[src/hdl/bgd_pkg.sv]
`timescale 1ns / 1ps

package bgd_pkg;

    // Width of timestamps; all time differences wrap at this width.
    localparam int TIME_BITS = 32;
    localparam int CFG_BITS  = 16;
    localparam int IDX_BITS  = 2;

    // Stream payload widths (fields packed from bit 0, padded to bytes).
    localparam int S_TDATA_BITS = ((TIME_BITS + 1 + 7) / 8) * 8;
    localparam int S_TUSER_BITS = 1;
    localparam int M_TDATA_BITS = 8;

    typedef enum logic [1:0] {
        GEST_NONE   = 2'd0,
        GEST_SHORT  = 2'd1,
        GEST_LONG   = 2'd2,
        GEST_DOUBLE = 2'd3
    } gesture_t;

    typedef enum logic [IDX_BITS-1:0] {
        REG_DEBOUNCE_TIME   = 2'd0,
        REG_LONG_PRESS_TIME = 2'd1,
        REG_CLICK_WINDOW    = 2'd2
    } reg_index_t;

    localparam logic OP_RAW_CHANGE = 1'b0;
    localparam logic OP_TICK       = 1'b1;

    localparam logic [CFG_BITS-1:0] DEBOUNCE_RESET   = 16'd25;
    localparam logic [CFG_BITS-1:0] LONG_PRESS_RESET = 16'd600;
    localparam logic [CFG_BITS-1:0] CLICK_WIN_RESET  = 16'd600;

endpackage

[src/hdl/button_gesture_decoder.sv]
`timescale 1ns / 1ps

// Button gesture decoder.
// The slave stream carries one transaction per raw button level change or
// per time tick: s_tuser selects which, s_tdata holds the raw level and the
// millisecond timestamp. Every accepted transaction yields exactly one master
// transaction with the decoded gesture (none, short, long, double) and a
// press feedback flag that pulses when a debounced press is confirmed.
// Timing: a transaction is captured in an input register, decoded by one
// layer of parallel 32-bit subtract/compare logic against the debounce,
// long-press and click-window thresholds, and the result is registered in the
// output register once that register is free or being taken; throughput is
// one transaction per cycle while m_tready stays high, limited only by the
// single decode stage that updates the gesture state.
// When the master side stalls, the output register holds its transaction and
// the input register absorbs one more; s_tready drops only when both are full.
// Reset (aresetn low, synchronous) empties both registers, clears all gesture
// state and restores the thresholds to 25, 600 and 600 ms.
// The cfg port writes a threshold whenever cfg_wr_en is high; write it only
// while no transaction is in flight.
module button_gesture_decoder (
    input  logic                                aclk,
    input  logic                                aresetn,
    // configuration write port
    input  logic                                cfg_wr_en,
    input  logic [bgd_pkg::IDX_BITS-1:0]        cfg_index,
    input  logic [bgd_pkg::CFG_BITS-1:0]        cfg_wdata,
    // slave stream
    input  logic                                s_tvalid,
    output logic                                s_tready,
    // [0] raw_level, [32:1] time_ms, [39:33] zero
    input  logic [bgd_pkg::S_TDATA_BITS-1:0]    s_tdata,
    // [0] op (0 raw change, 1 tick)
    input  logic [bgd_pkg::S_TUSER_BITS-1:0]    s_tuser,
    // master stream
    output logic                                m_tvalid,
    input  logic                                m_tready,
    // [1:0] gesture, [2] press_feedback, [7:3] zero
    output logic [bgd_pkg::M_TDATA_BITS-1:0]    m_tdata
);

    localparam int TB = bgd_pkg::TIME_BITS;

    // Thresholds
    logic [bgd_pkg::CFG_BITS-1:0] debounce_reg;
    logic [bgd_pkg::CFG_BITS-1:0] long_press_reg;
    logic [bgd_pkg::CFG_BITS-1:0] click_win_reg;

    // Input register
    logic          in_valid_reg;
    logic          in_op_reg;
    logic          in_lvl_reg;
    logic [TB-1:0] in_time_reg;

    // Output register
    logic              out_valid_reg;
    bgd_pkg::gesture_t out_gest_reg;
    logic              out_fb_reg;

    // Gesture state
    logic          last_raw_reg,      last_raw_next;
    logic          pend_valid_reg,    pend_valid_next;
    logic          pend_level_reg,    pend_level_next;
    logic [TB-1:0] pend_time_reg,     pend_time_next;
    logic          stable_reg,        stable_next;
    logic [TB-1:0] press_time_reg,    press_time_next;
    logic          long_done_reg,     long_done_next;
    logic          double_wait_reg,   double_wait_next;
    logic          tap_pending_reg,   tap_pending_next;
    logic [TB-1:0] release_time_reg,  release_time_next;

    bgd_pkg::gesture_t gest_next;
    logic              fb_next;

    logic advance;
    logic process;

    // Parallel elapsed-time terms
    logic [TB-1:0] d_pend;      // now - pending change
    logic [TB-1:0] d_press;     // now - press
    logic [TB-1:0] d_release;   // now - release
    logic [TB-1:0] pd_press;    // pending change - press
    logic [TB-1:0] pd_release;  // pending change - release
    logic          confirm_ok;
    logic          check;
    logic          edge_press;
    logic          edge_release;
    logic [TB-1:0] long_elapsed;
    logic [TB-1:0] short_elapsed;

    assign advance  = !out_valid_reg || m_tready;
    assign process  = in_valid_reg && advance;
    assign s_tready = !in_valid_reg || advance;

    assign m_tvalid = out_valid_reg;
    assign m_tdata  = {5'b0, out_fb_reg, out_gest_reg};

    assign d_pend     = in_time_reg - pend_time_reg;
    assign d_press    = in_time_reg - press_time_reg;
    assign d_release  = in_time_reg - release_time_reg;
    assign pd_press   = pend_time_reg - press_time_reg;
    assign pd_release = pend_time_reg - release_time_reg;

    assign confirm_ok = pend_valid_reg && (d_pend >= TB'(debounce_reg));

    // A raw change that repeats the last raw level is a no-op.
    assign check = (in_op_reg == bgd_pkg::OP_TICK) || (in_lvl_reg != last_raw_reg);

    assign edge_press   = check && confirm_ok && (pend_level_reg != stable_reg)
                          && pend_level_reg;
    assign edge_release = check && confirm_ok && (pend_level_reg != stable_reg)
                          && !pend_level_reg;

    // After a confirmed edge the press/release stamp is the pending timestamp.
    assign long_elapsed  = edge_press   ? d_pend : d_press;
    assign short_elapsed = edge_release ? d_pend : d_release;

    always_comb begin
        last_raw_next     = last_raw_reg;
        pend_valid_next   = pend_valid_reg;
        pend_level_next   = pend_level_reg;
        pend_time_next    = pend_time_reg;
        stable_next       = stable_reg;
        press_time_next   = press_time_reg;
        long_done_next    = long_done_reg;
        double_wait_next  = double_wait_reg;
        tap_pending_next  = tap_pending_reg;
        release_time_next = release_time_reg;
        gest_next         = bgd_pkg::GEST_NONE;
        fb_next           = 1'b0;

        if (check && confirm_ok) begin
            pend_valid_next = 1'b0;
        end

        // Apply the confirmed edge.
        if (edge_press) begin
            stable_next     = 1'b1;
            press_time_next = pend_time_reg;
            long_done_next  = 1'b0;
            fb_next         = 1'b1;
            if (tap_pending_reg && (pd_release <= TB'(click_win_reg))) begin
                double_wait_next = 1'b1;
                tap_pending_next = 1'b0;
                long_done_next   = 1'b1;
                gest_next        = bgd_pkg::GEST_DOUBLE;
            end
        end else if (edge_release) begin
            stable_next = 1'b0;
            if (long_done_reg) begin
                long_done_next   = 1'b0;
                tap_pending_next = 1'b0;
                double_wait_next = 1'b0;
            end else if (pd_press >= TB'(long_press_reg)) begin
                tap_pending_next = 1'b0;
            end else begin
                tap_pending_next  = 1'b1;
                release_time_next = pend_time_reg;
            end
        end

        if (in_op_reg == bgd_pkg::OP_RAW_CHANGE) begin
            if (check) begin
                // Latch the new raw change as pending.
                last_raw_next   = in_lvl_reg;
                pend_valid_next = 1'b1;
                pend_level_next = in_lvl_reg;
                pend_time_next  = in_time_reg;
            end
        end else begin
            // Long press fires while still held.
            if (stable_next && !long_done_next
                && (long_elapsed >= TB'(long_press_reg))) begin
                long_done_next   = 1'b1;
                tap_pending_next = 1'b0;
                double_wait_next = 1'b0;
                gest_next        = bgd_pkg::GEST_LONG;
            end
            // Single tap once the click window has run out.
            if (tap_pending_next && !double_wait_next && !stable_next
                && !pend_valid_next && (short_elapsed > TB'(click_win_reg))) begin
                tap_pending_next = 1'b0;
                gest_next        = bgd_pkg::GEST_SHORT;
            end
        end
    end

    // Configuration registers
    always_ff @(posedge aclk) begin
        if (!aresetn) begin
            debounce_reg   <= bgd_pkg::DEBOUNCE_RESET;
            long_press_reg <= bgd_pkg::LONG_PRESS_RESET;
            click_win_reg  <= bgd_pkg::CLICK_WIN_RESET;
        end else if (cfg_wr_en) begin
            case (cfg_index)
                bgd_pkg::REG_DEBOUNCE_TIME:   debounce_reg   <= cfg_wdata;
                bgd_pkg::REG_LONG_PRESS_TIME: long_press_reg <= cfg_wdata;
                bgd_pkg::REG_CLICK_WINDOW:    click_win_reg  <= cfg_wdata;
                default: begin
                    // unused index: drop the write
                end
            endcase
        end
    end

    // Input register: load on every accepted transaction.
    always_ff @(posedge aclk) begin
        if (!aresetn) begin
            in_valid_reg <= 1'b0;
        end else if (s_tready) begin
            in_valid_reg <= s_tvalid;
        end
    end

    always_ff @(posedge aclk) begin
        if (s_tready && s_tvalid) begin
            in_op_reg   <= s_tuser[0];
            in_lvl_reg  <= s_tdata[0];
            in_time_reg <= s_tdata[TB:1];
        end
    end

    // Output register
    always_ff @(posedge aclk) begin
        if (!aresetn) begin
            out_valid_reg <= 1'b0;
        end else if (advance) begin
            out_valid_reg <= in_valid_reg;
        end
    end

    always_ff @(posedge aclk) begin
        if (process) begin
            out_gest_reg <= gest_next;
            out_fb_reg   <= fb_next;
        end
    end

    // Gesture state: advance once per decoded transaction.
    always_ff @(posedge aclk) begin
        if (!aresetn) begin
            last_raw_reg     <= 1'b0;
            pend_valid_reg   <= 1'b0;
            pend_level_reg   <= 1'b0;
            pend_time_reg    <= '0;
            stable_reg       <= 1'b0;
            press_time_reg   <= '0;
            long_done_reg    <= 1'b0;
            double_wait_reg  <= 1'b0;
            tap_pending_reg  <= 1'b0;
            release_time_reg <= '0;
        end else if (process) begin
            last_raw_reg     <= last_raw_next;
            pend_valid_reg   <= pend_valid_next;
            pend_level_reg   <= pend_level_next;
            pend_time_reg    <= pend_time_next;
            stable_reg       <= stable_next;
            press_time_reg   <= press_time_next;
            long_done_reg    <= long_done_next;
            double_wait_reg  <= double_wait_next;
            tap_pending_reg  <= tap_pending_next;
            release_time_reg <= release_time_next;
        end
    end

    // A double press is always a confirmed press.
    a_double_has_fb: assert property (@(posedge aclk) disable iff (!aresetn)
        (m_tvalid && out_gest_reg == bgd_pkg::GEST_DOUBLE) |-> out_fb_reg)
        else $error("double gesture without press feedback");

    // A short tap is only reported with the button released.
    a_short_no_fb: assert property (@(posedge aclk) disable iff (!aresetn)
        (m_tvalid && out_gest_reg == bgd_pkg::GEST_SHORT) |-> !out_fb_reg)
        else $error("short gesture together with press feedback");

    // The double-wait flag lives only inside a held press marked done.
    a_double_wait_held: assert property (@(posedge aclk) disable iff (!aresetn)
        double_wait_reg |-> (stable_reg && long_done_reg))
        else $error("double wait outside a held double press");

    // Nothing decoded while the input register is empty.
    a_state_quiet: assert property (@(posedge aclk) disable iff (!aresetn)
        !$past(in_valid_reg) |-> $stable(stable_reg) && $stable(pend_valid_reg))
        else $error("gesture state moved without a transaction");

endmodule

[config.mk]
export PLATFORM = sky130hd
export DESIGN_NAME = button_gesture_decoder
export DESIGN_NICKNAME = d
export VERILOG_FILES = /design/src/hdl/bgd_pkg.sv /design/src/hdl/button_gesture_decoder.sv
export SDC_FILE = /design/constraint.sdc
export NUM_CORES = 1
export LEC_CHECK = 0
export BUFFER_PORTS_ARGS = -buffer_cell sky130_fd_sc_hd__buf_4
export CORE_UTILIZATION = 42
export DETAILED_ROUTE_END_ITERATION = 10
export GPL_TIMING_DRIVEN = 0
export PLACE_DENSITY = 0.63
export SYNTH_ARGS = -nofsm -noshare
export SYNTH_HDL_FRONTEND = slang
export SYNTH_SLANG_ARGS = --single-unit
export TNS_END_PERCENT = 100
[constraint.sdc]
create_clock -name aclk -period 7.7 [get_ports aclk]
set_input_delay 0.77 -clock aclk [delete_from_list [all_inputs] [get_ports aclk]]
set_output_delay 0.77 -clock aclk [all_outputs]
set_load 0.01 [all_outputs]
# Word level (Yosys, flattened, before mapping)
# Index checks and enable logic that the tools add are counted.
# classes
addsub,5
n_lt_le_gt_ge,5
eq_ne,4
n_mux,34
bitwise_logic,4
reduce_logical,31
# op_table
cell,n
subtractor 32 bit,5
greater-or-equal comparator 32 x 16 -> 1 bit,3
two-way mux 32 bit,2
greater-than comparator 32 x 16 -> 1 bit,1
<= comparator 32 x 16 -> 1 bit,1
two-way mux 1 bit,27
logical AND 1 bit,14
two-way mux 2 bit,5
AND reduction 2 bit,4
zero test 1 bit,7
AND reduction 5 bit,1
inverter 1 bit,4
logical OR 1 bit,3
AND reduction 3 bit,1
equality test 2 x 1 -> 1 bit (second input constant),1
equality test 2 bit (second input constant),1
zero test 2 bit,1
!= test 1 bit,2
# totals
reg_bits,189
inputBits,64
out_inout_bits,10
word_cells,102

# Depth between registers and ports, before layout
# logic_depth
ltp_word,20
depth_mapped,37
depth_no_buf,36

# Worst setup path before layout
# OpenSTA, ideal clock, no wires.
# synth_path
path_type,register to register
start,register pend_time_reg[1]
end,register out_gest_reg[0] (data pin)
setup_time_ns,0.260
arrival_ns,6.719
required_time_ns,7.440
slack_ns,0.721
stages_incl_launch_ff,36
path_buffers,1
synth_period_minus_slack_ns,6.979
cell_sequence,dfxtp_1 -> inv_1 -> ha_1 -> nor2b_1 -> o2111ai_1 -> nand2_1 -> a21o_1 -> a21o_1 -> a21oi_1 -> o21bai_1 -> xor2_1 -> ha_1 -> a21o_1 -> a21oi_1 -> nor2b_1 -> o21ai_0 -> nand3b_1 -> a21o_2 -> a31o_2 -> a211oi_1 -> a21oi_1 -> clkbuf_1 -> nand2_1 -> o21ai_0 -> ha_1 -> nand4_1 -> or4_1 -> nand2_1 -> nand3_1 -> o21ba_2 -> nand4_1 -> or4_1 -> o41ai_1 -> a21oi_1 -> a21oi_1 -> o21ai_0
# synth_via
elab_chain_len,20
word_cells_on_any_way,49
classes_between,add/sub (3); order compare (5); mux (25); reduce/logical (16)
# synth_rtl
element,line,rtl
"start, declared",button_gesture_decoder.sv:64,"logic [TB-1:0] pend_time_reg, pend_time_next;"
"start signal, assigned",button_gesture_decoder.sv:256,pend_time_reg <= pend_time_next;
"parallel branches: the longest is 19 deep, another holds subtractor 32 bit",n/a,
two-way mux 2 bit (*),button_gesture_decoder.sv:162,if (in_op_reg == bgd_pkg::OP_RAW_CHANGE) begin
net gest_next[0],button_gesture_decoder.sv:72,bgd_pkg::gesture_t gest_next;
"end signal, assigned",button_gesture_decoder.sv:234,out_gest_reg <= gest_next;
"end, declared",button_gesture_decoder.sv:57,bgd_pkg::gesture_t out_gest_reg;
# Mark *: on every way through the listed nets, which the timed path passes. The select of a mux whose other input is x is not followed.
# A chain may end at the register's enable or synchronous reset.

# Worst setup path in the final report
# layout_path
start,register pend_time_reg[9]
end,register out_gest_reg[0] (data pin)
# Same word-level chain as after synthesis.

==> results by stage <==
Run status:
- The flow ran to the end, and the final reports show no timing, DRC or antenna violations.

GRT:
- The largest net degree at the start of global routing is 31.
- The number of global-route vias before repair is 17.29k.
- The overall track demand over capacity in global routing is 28.33%.
- The number of antenna violations at the first check in global routing came to 1.
- After global routing the overflow that remains totals 0.
- The global-route wire length before repair is about 100 mm.

Timing:
- After layout, the worst setup slack is 0.2161 ns.
- Based on the critical path, the design can be clocked at up to approximately 0.13 GHz.
- At the pin with the least slew margin, the transition time is a little over 1 ns.
- The setup violation total in the final timing report is 0.
- The number of max-slew violations in the final report is 0.
- The worst path uses between 90% and 100% of the clock period.
- Between clock sinks in the finished design, the worst skew comes to 0.02351 ns.
- The worst slew margin relative to its limit is 30.66%.
- The number of endpoints with negative hold slack in the final report came to 0.
- The final critical delay including setup and external delays is 7.484 ns.

Setup path:
- The data arrival time of the worst path is 7.71 ns.
- STA classifies the critical path endpoint as a flop.
- The startpoint type of the worst setup path is a flop.
- The highest net fanout along the worst path is 10.
- On the critical path, the stage with the largest delay is an instance of or4_4.
- The maximum cell stage delay along the critical path is 0.60 ns.
- The number of cells on the worst reg-to-reg path is 29.
- Data on the critical path is required at its endpoint by 7.93 ns.
- The path type of the worst setup path is reg -> reg.

Layout:
- After the last flow step, the layout net total stands at 2863.
- The share of post-route cells with drive strength above 1 is 9.837%.
- The filler cells instantiated in the layout total 4331.
- Cells fill 48.11% of the core in the end.
- The number of diodes is 0.
- Relative to the synthesized area, the layout overhead comes to 12.66%.

Routing:
- The first detailed-routing pass ran for 5 iterations.
- The number of vias per cell is 5.865.
- Wires add up to 66.20 mm.
- The total vias in the final route is 18.56k.
- The mean routed wirelength per cell is 20.92 µm.
- In this run the remaining antenna-violating nets after routing total 0.
- After the first detailed-routing iteration, the DRC count stood at 1485.
- The detailed-route DRC error count is 0.

Clock network:
- The CTS tree is done.
- The buffer levels on the longest clock path is 2.
- The cell sitting at the root of the clock tree is a clkbuf_16.
- The insertion delay to the later sink of the worst-skew pair is roughly 0.51 ns.
- After clock tree synthesis, the clock-pin slew on the worst setup and hold paths is 0.09 ns.
- Counting every sink on the clock net gives 189.
- Clock tree synthesis inserted a total of 17 buffers.
- The hold buffer count at CTS is 0.
- The H-tree was split into 4 levels.

Synthesis:
- In the post-synthesis netlist, the biggest area contributors are dfxtp_1, ha_1, nand2_1.
- The gate count after technology mapping is 2445.
- Of the synthesized area, sequential elements account for 21.90%.
- The main flop type after synthesis is dfxtp_1.
- Dividing the synthesized area by the synthesized cell count gives between 7 and 8 µm².
- The share of the synthesized area in the top cell type is between 15 and 20%.
- The count of cell types in the netlist is 100.
- The number of flops mapped to enable cells by yosys is 37.
- The cell area after technology mapping is ~19000 µm².
- By count the netlist is led by nand2_1, ha_1, a21oi_1, inv_1, dfxtp_1.
- dfxtp_1 takes more of the synthesized area than any other cell.
- In the synthesized netlist the async set-or-reset flop fraction comes to 0%.
- The Yosys step of the flow raised 0 warnings.
- The total of flip-flops plus latches after synthesis is 189.
- By instance count, the leading cell after synthesis is nand2_1.

Placement:
- The detailed placement HPWL is 54.47 mm.
- Routability-driven placement finished with a final weighted congestion of 0.9610.
- Port buffering added 60 buffers.
- Before CTS, the worst setup slack after placement is -2.211 ns.

Pwr:
- The static leakage is 8.991 nW.
- Total power for the finished layout comes to 0.003082 W.
- The ratio of total power to cell area is 144.2 nW/µm².
- IR analysis of the VDD net gives a maximum drop of 0.0001391 V.

Floorplan:
- The die width is 214.5 µm.
- The vertical die dimension is 214.5 µm.
- The die covers 46010 µm².
- The count of standard-cell rows is just under 80.
- The initial standard-cell utilization of the core is 42.70%.
- The area inside the core boundary is 44410 µm².
- During I/O placement, the number of pins put on the boundary was 74.

Hold path:
- The depth of the worst hold-timing path is 1.
- In this run the worst hold path is classified as in -> reg.

Run:
- Max-cap violations in this run came to 0.
==> where the power goes <==
part / switching, W / leakage [nW] / internal (W)
clock network: 0.000508 / 0.304 / 0.000451
registers: 0.0000420 / 1.60 / 0.00103
logic: 0.000625 / 7.09 / 0.000422
total: 0.00118 / 8.99 / 0.00191
==> logic make-up (layout without fill, tap and decap cells) <==
kind of cell / Yosys count / after routing / share of synthesized area, %
buffers and inverters: 301 / 424 / 6.828
AND/OR/NAND/NOR: 783 / 783 / 20.01
XOR/XNOR: 107 / 107 / 4.942
other: 1 / 5 / 0.01977
AO/OA/AOI/OAI: 741 / 741 / 25.84
flip-flops: 189 / 189 / 21.90
multiplexers: 83 / 83 / 4.420
adder cells (fa/ha/maj): 240 / 240 / 16.03
==> stage by stage <==
stage | cells | setup TNS, ns | area, µm² | hold slack [ns]
after floorplan | 2449 | 0 | 18980 | 0.4435
after global placement | 3101 | -9.712 | 20170 | 0.4541
after detailed placement | 3102 | -10.29 | 20190 | 0.4568
after CTS | 3147 | 0 | 21150 | 0.3927
after global routing | 3164 | -0.02102 | 21370 | 0.4054
final | 3164 | 0 | 21370 | 0.4290
==> cell type report <==
cell class	count	area, µm²	area share, %
Sequential cell	189	4170	19.52
Buffer	108	618.1	2.893
Tap cell	592	740.7	3.467
Inverter	193	724.4	3.391
Clock buffer	17	425.4	1.991
Timing Repair Buffer	91	695.7	3.256
Clock inverter	15	198.9	0.9311
Multi-Input combinational cell	1959	13790	64.55
==> metal layers <==
metal | routed length (µm) | vias to the layer above | global-route usage (%)
met4 | 1600 | 0 | 8.190
li1 | - | 9000 | -
met2 | 29120 | 658 | 44.63
met5 | 0 | - | 0
met1 | 30570 | 8824 | 39.68
met3 | 4909 | 75 | 4.454
==> placed cells by master, fill, tap and decap left out, types with 16 or more instances in the layout <==
| cell type | synthesis | layout |
|---|---|---|
| nor3_1 | 28 | 27 |
| clkbuf_1 | 79 | 73 |
| edfxtp_1 | 37 | 37 |
| o21ai_0 | 143 | 135 |
| a21oi_1 | 201 | 191 |
| xnor2_1 | 61 | 57 |
| and2_1 | 43 | 42 |
| nor2_1 | 106 | 106 |
| buf_4 | 7 | 98 |
| o21bai_1 | 24 | 23 |
| nor2b_1 | 54 | 54 |
| ha_1 | 235 | 231 |
| a21o_1 | 54 | 54 |
| nand4_1 | 43 | 43 |
| inv_1 | 193 | 192 |
| a211oi_1 | 17 | 16 |
| nand2_1 | 350 | 350 |
| a31oi_1 | 22 | 21 |
| mux2i_1 | 77 | 77 |
| o211ai_1 | 31 | 31 |
| a21boi_0 | 78 | 78 |
| nand3_1 | 38 | 38 |
| xor2_1 | 46 | 45 |
| clkbuf_16 | 0 | 17 |
| and3_1 | 16 | 16 |
| dfxtp_1 | 152 | 147 |
| o21a_1 | 26 | 26 |
| nand2b_1 | 28 | 28 |
==> final timing paths <==
kind	startpoint	endpoint	slack (ns)
worst min register to register	debounce_reg[5]$_SDFFE_PN0P_	debounce_reg[5]$_SDFFE_PN0P_	0.47
worst min-delay path	s_tdata[13]	in_time_reg[12]$_DFFE_PP_	0.43
worst max register to register	pend_time_reg[9]$_SDFFE_PN0P_	out_gest_reg[0]$_DFFE_PP_	0.22
worst max-delay path	pend_time_reg[9]$_SDFFE_PN0P_	out_gest_reg[0]$_DFFE_PP_	0.22
==> critical path, delay by kind of cell, from the launching register on <==
kind	cells	cell delay (ns)
simple gates	11	2.43
xor+xnor	1	0.35
fa+ha+maj	3	1.05
buf+inv	2	0.34
compound gates	11	2.23
mux	1	0.28
flops	1	0.52
==> what timing repair did <==
item                                    in CTS  in global routing
cloned                                       0                  0
buffers inserted                            13                 17
endpoints found under the setup margin       5                  5
pin swaps                                   13                 30
resized for setup                           56                 28
hold endpoints to repair                     0                  0
No activity file was read; power rests on OpenSTA's default activity.
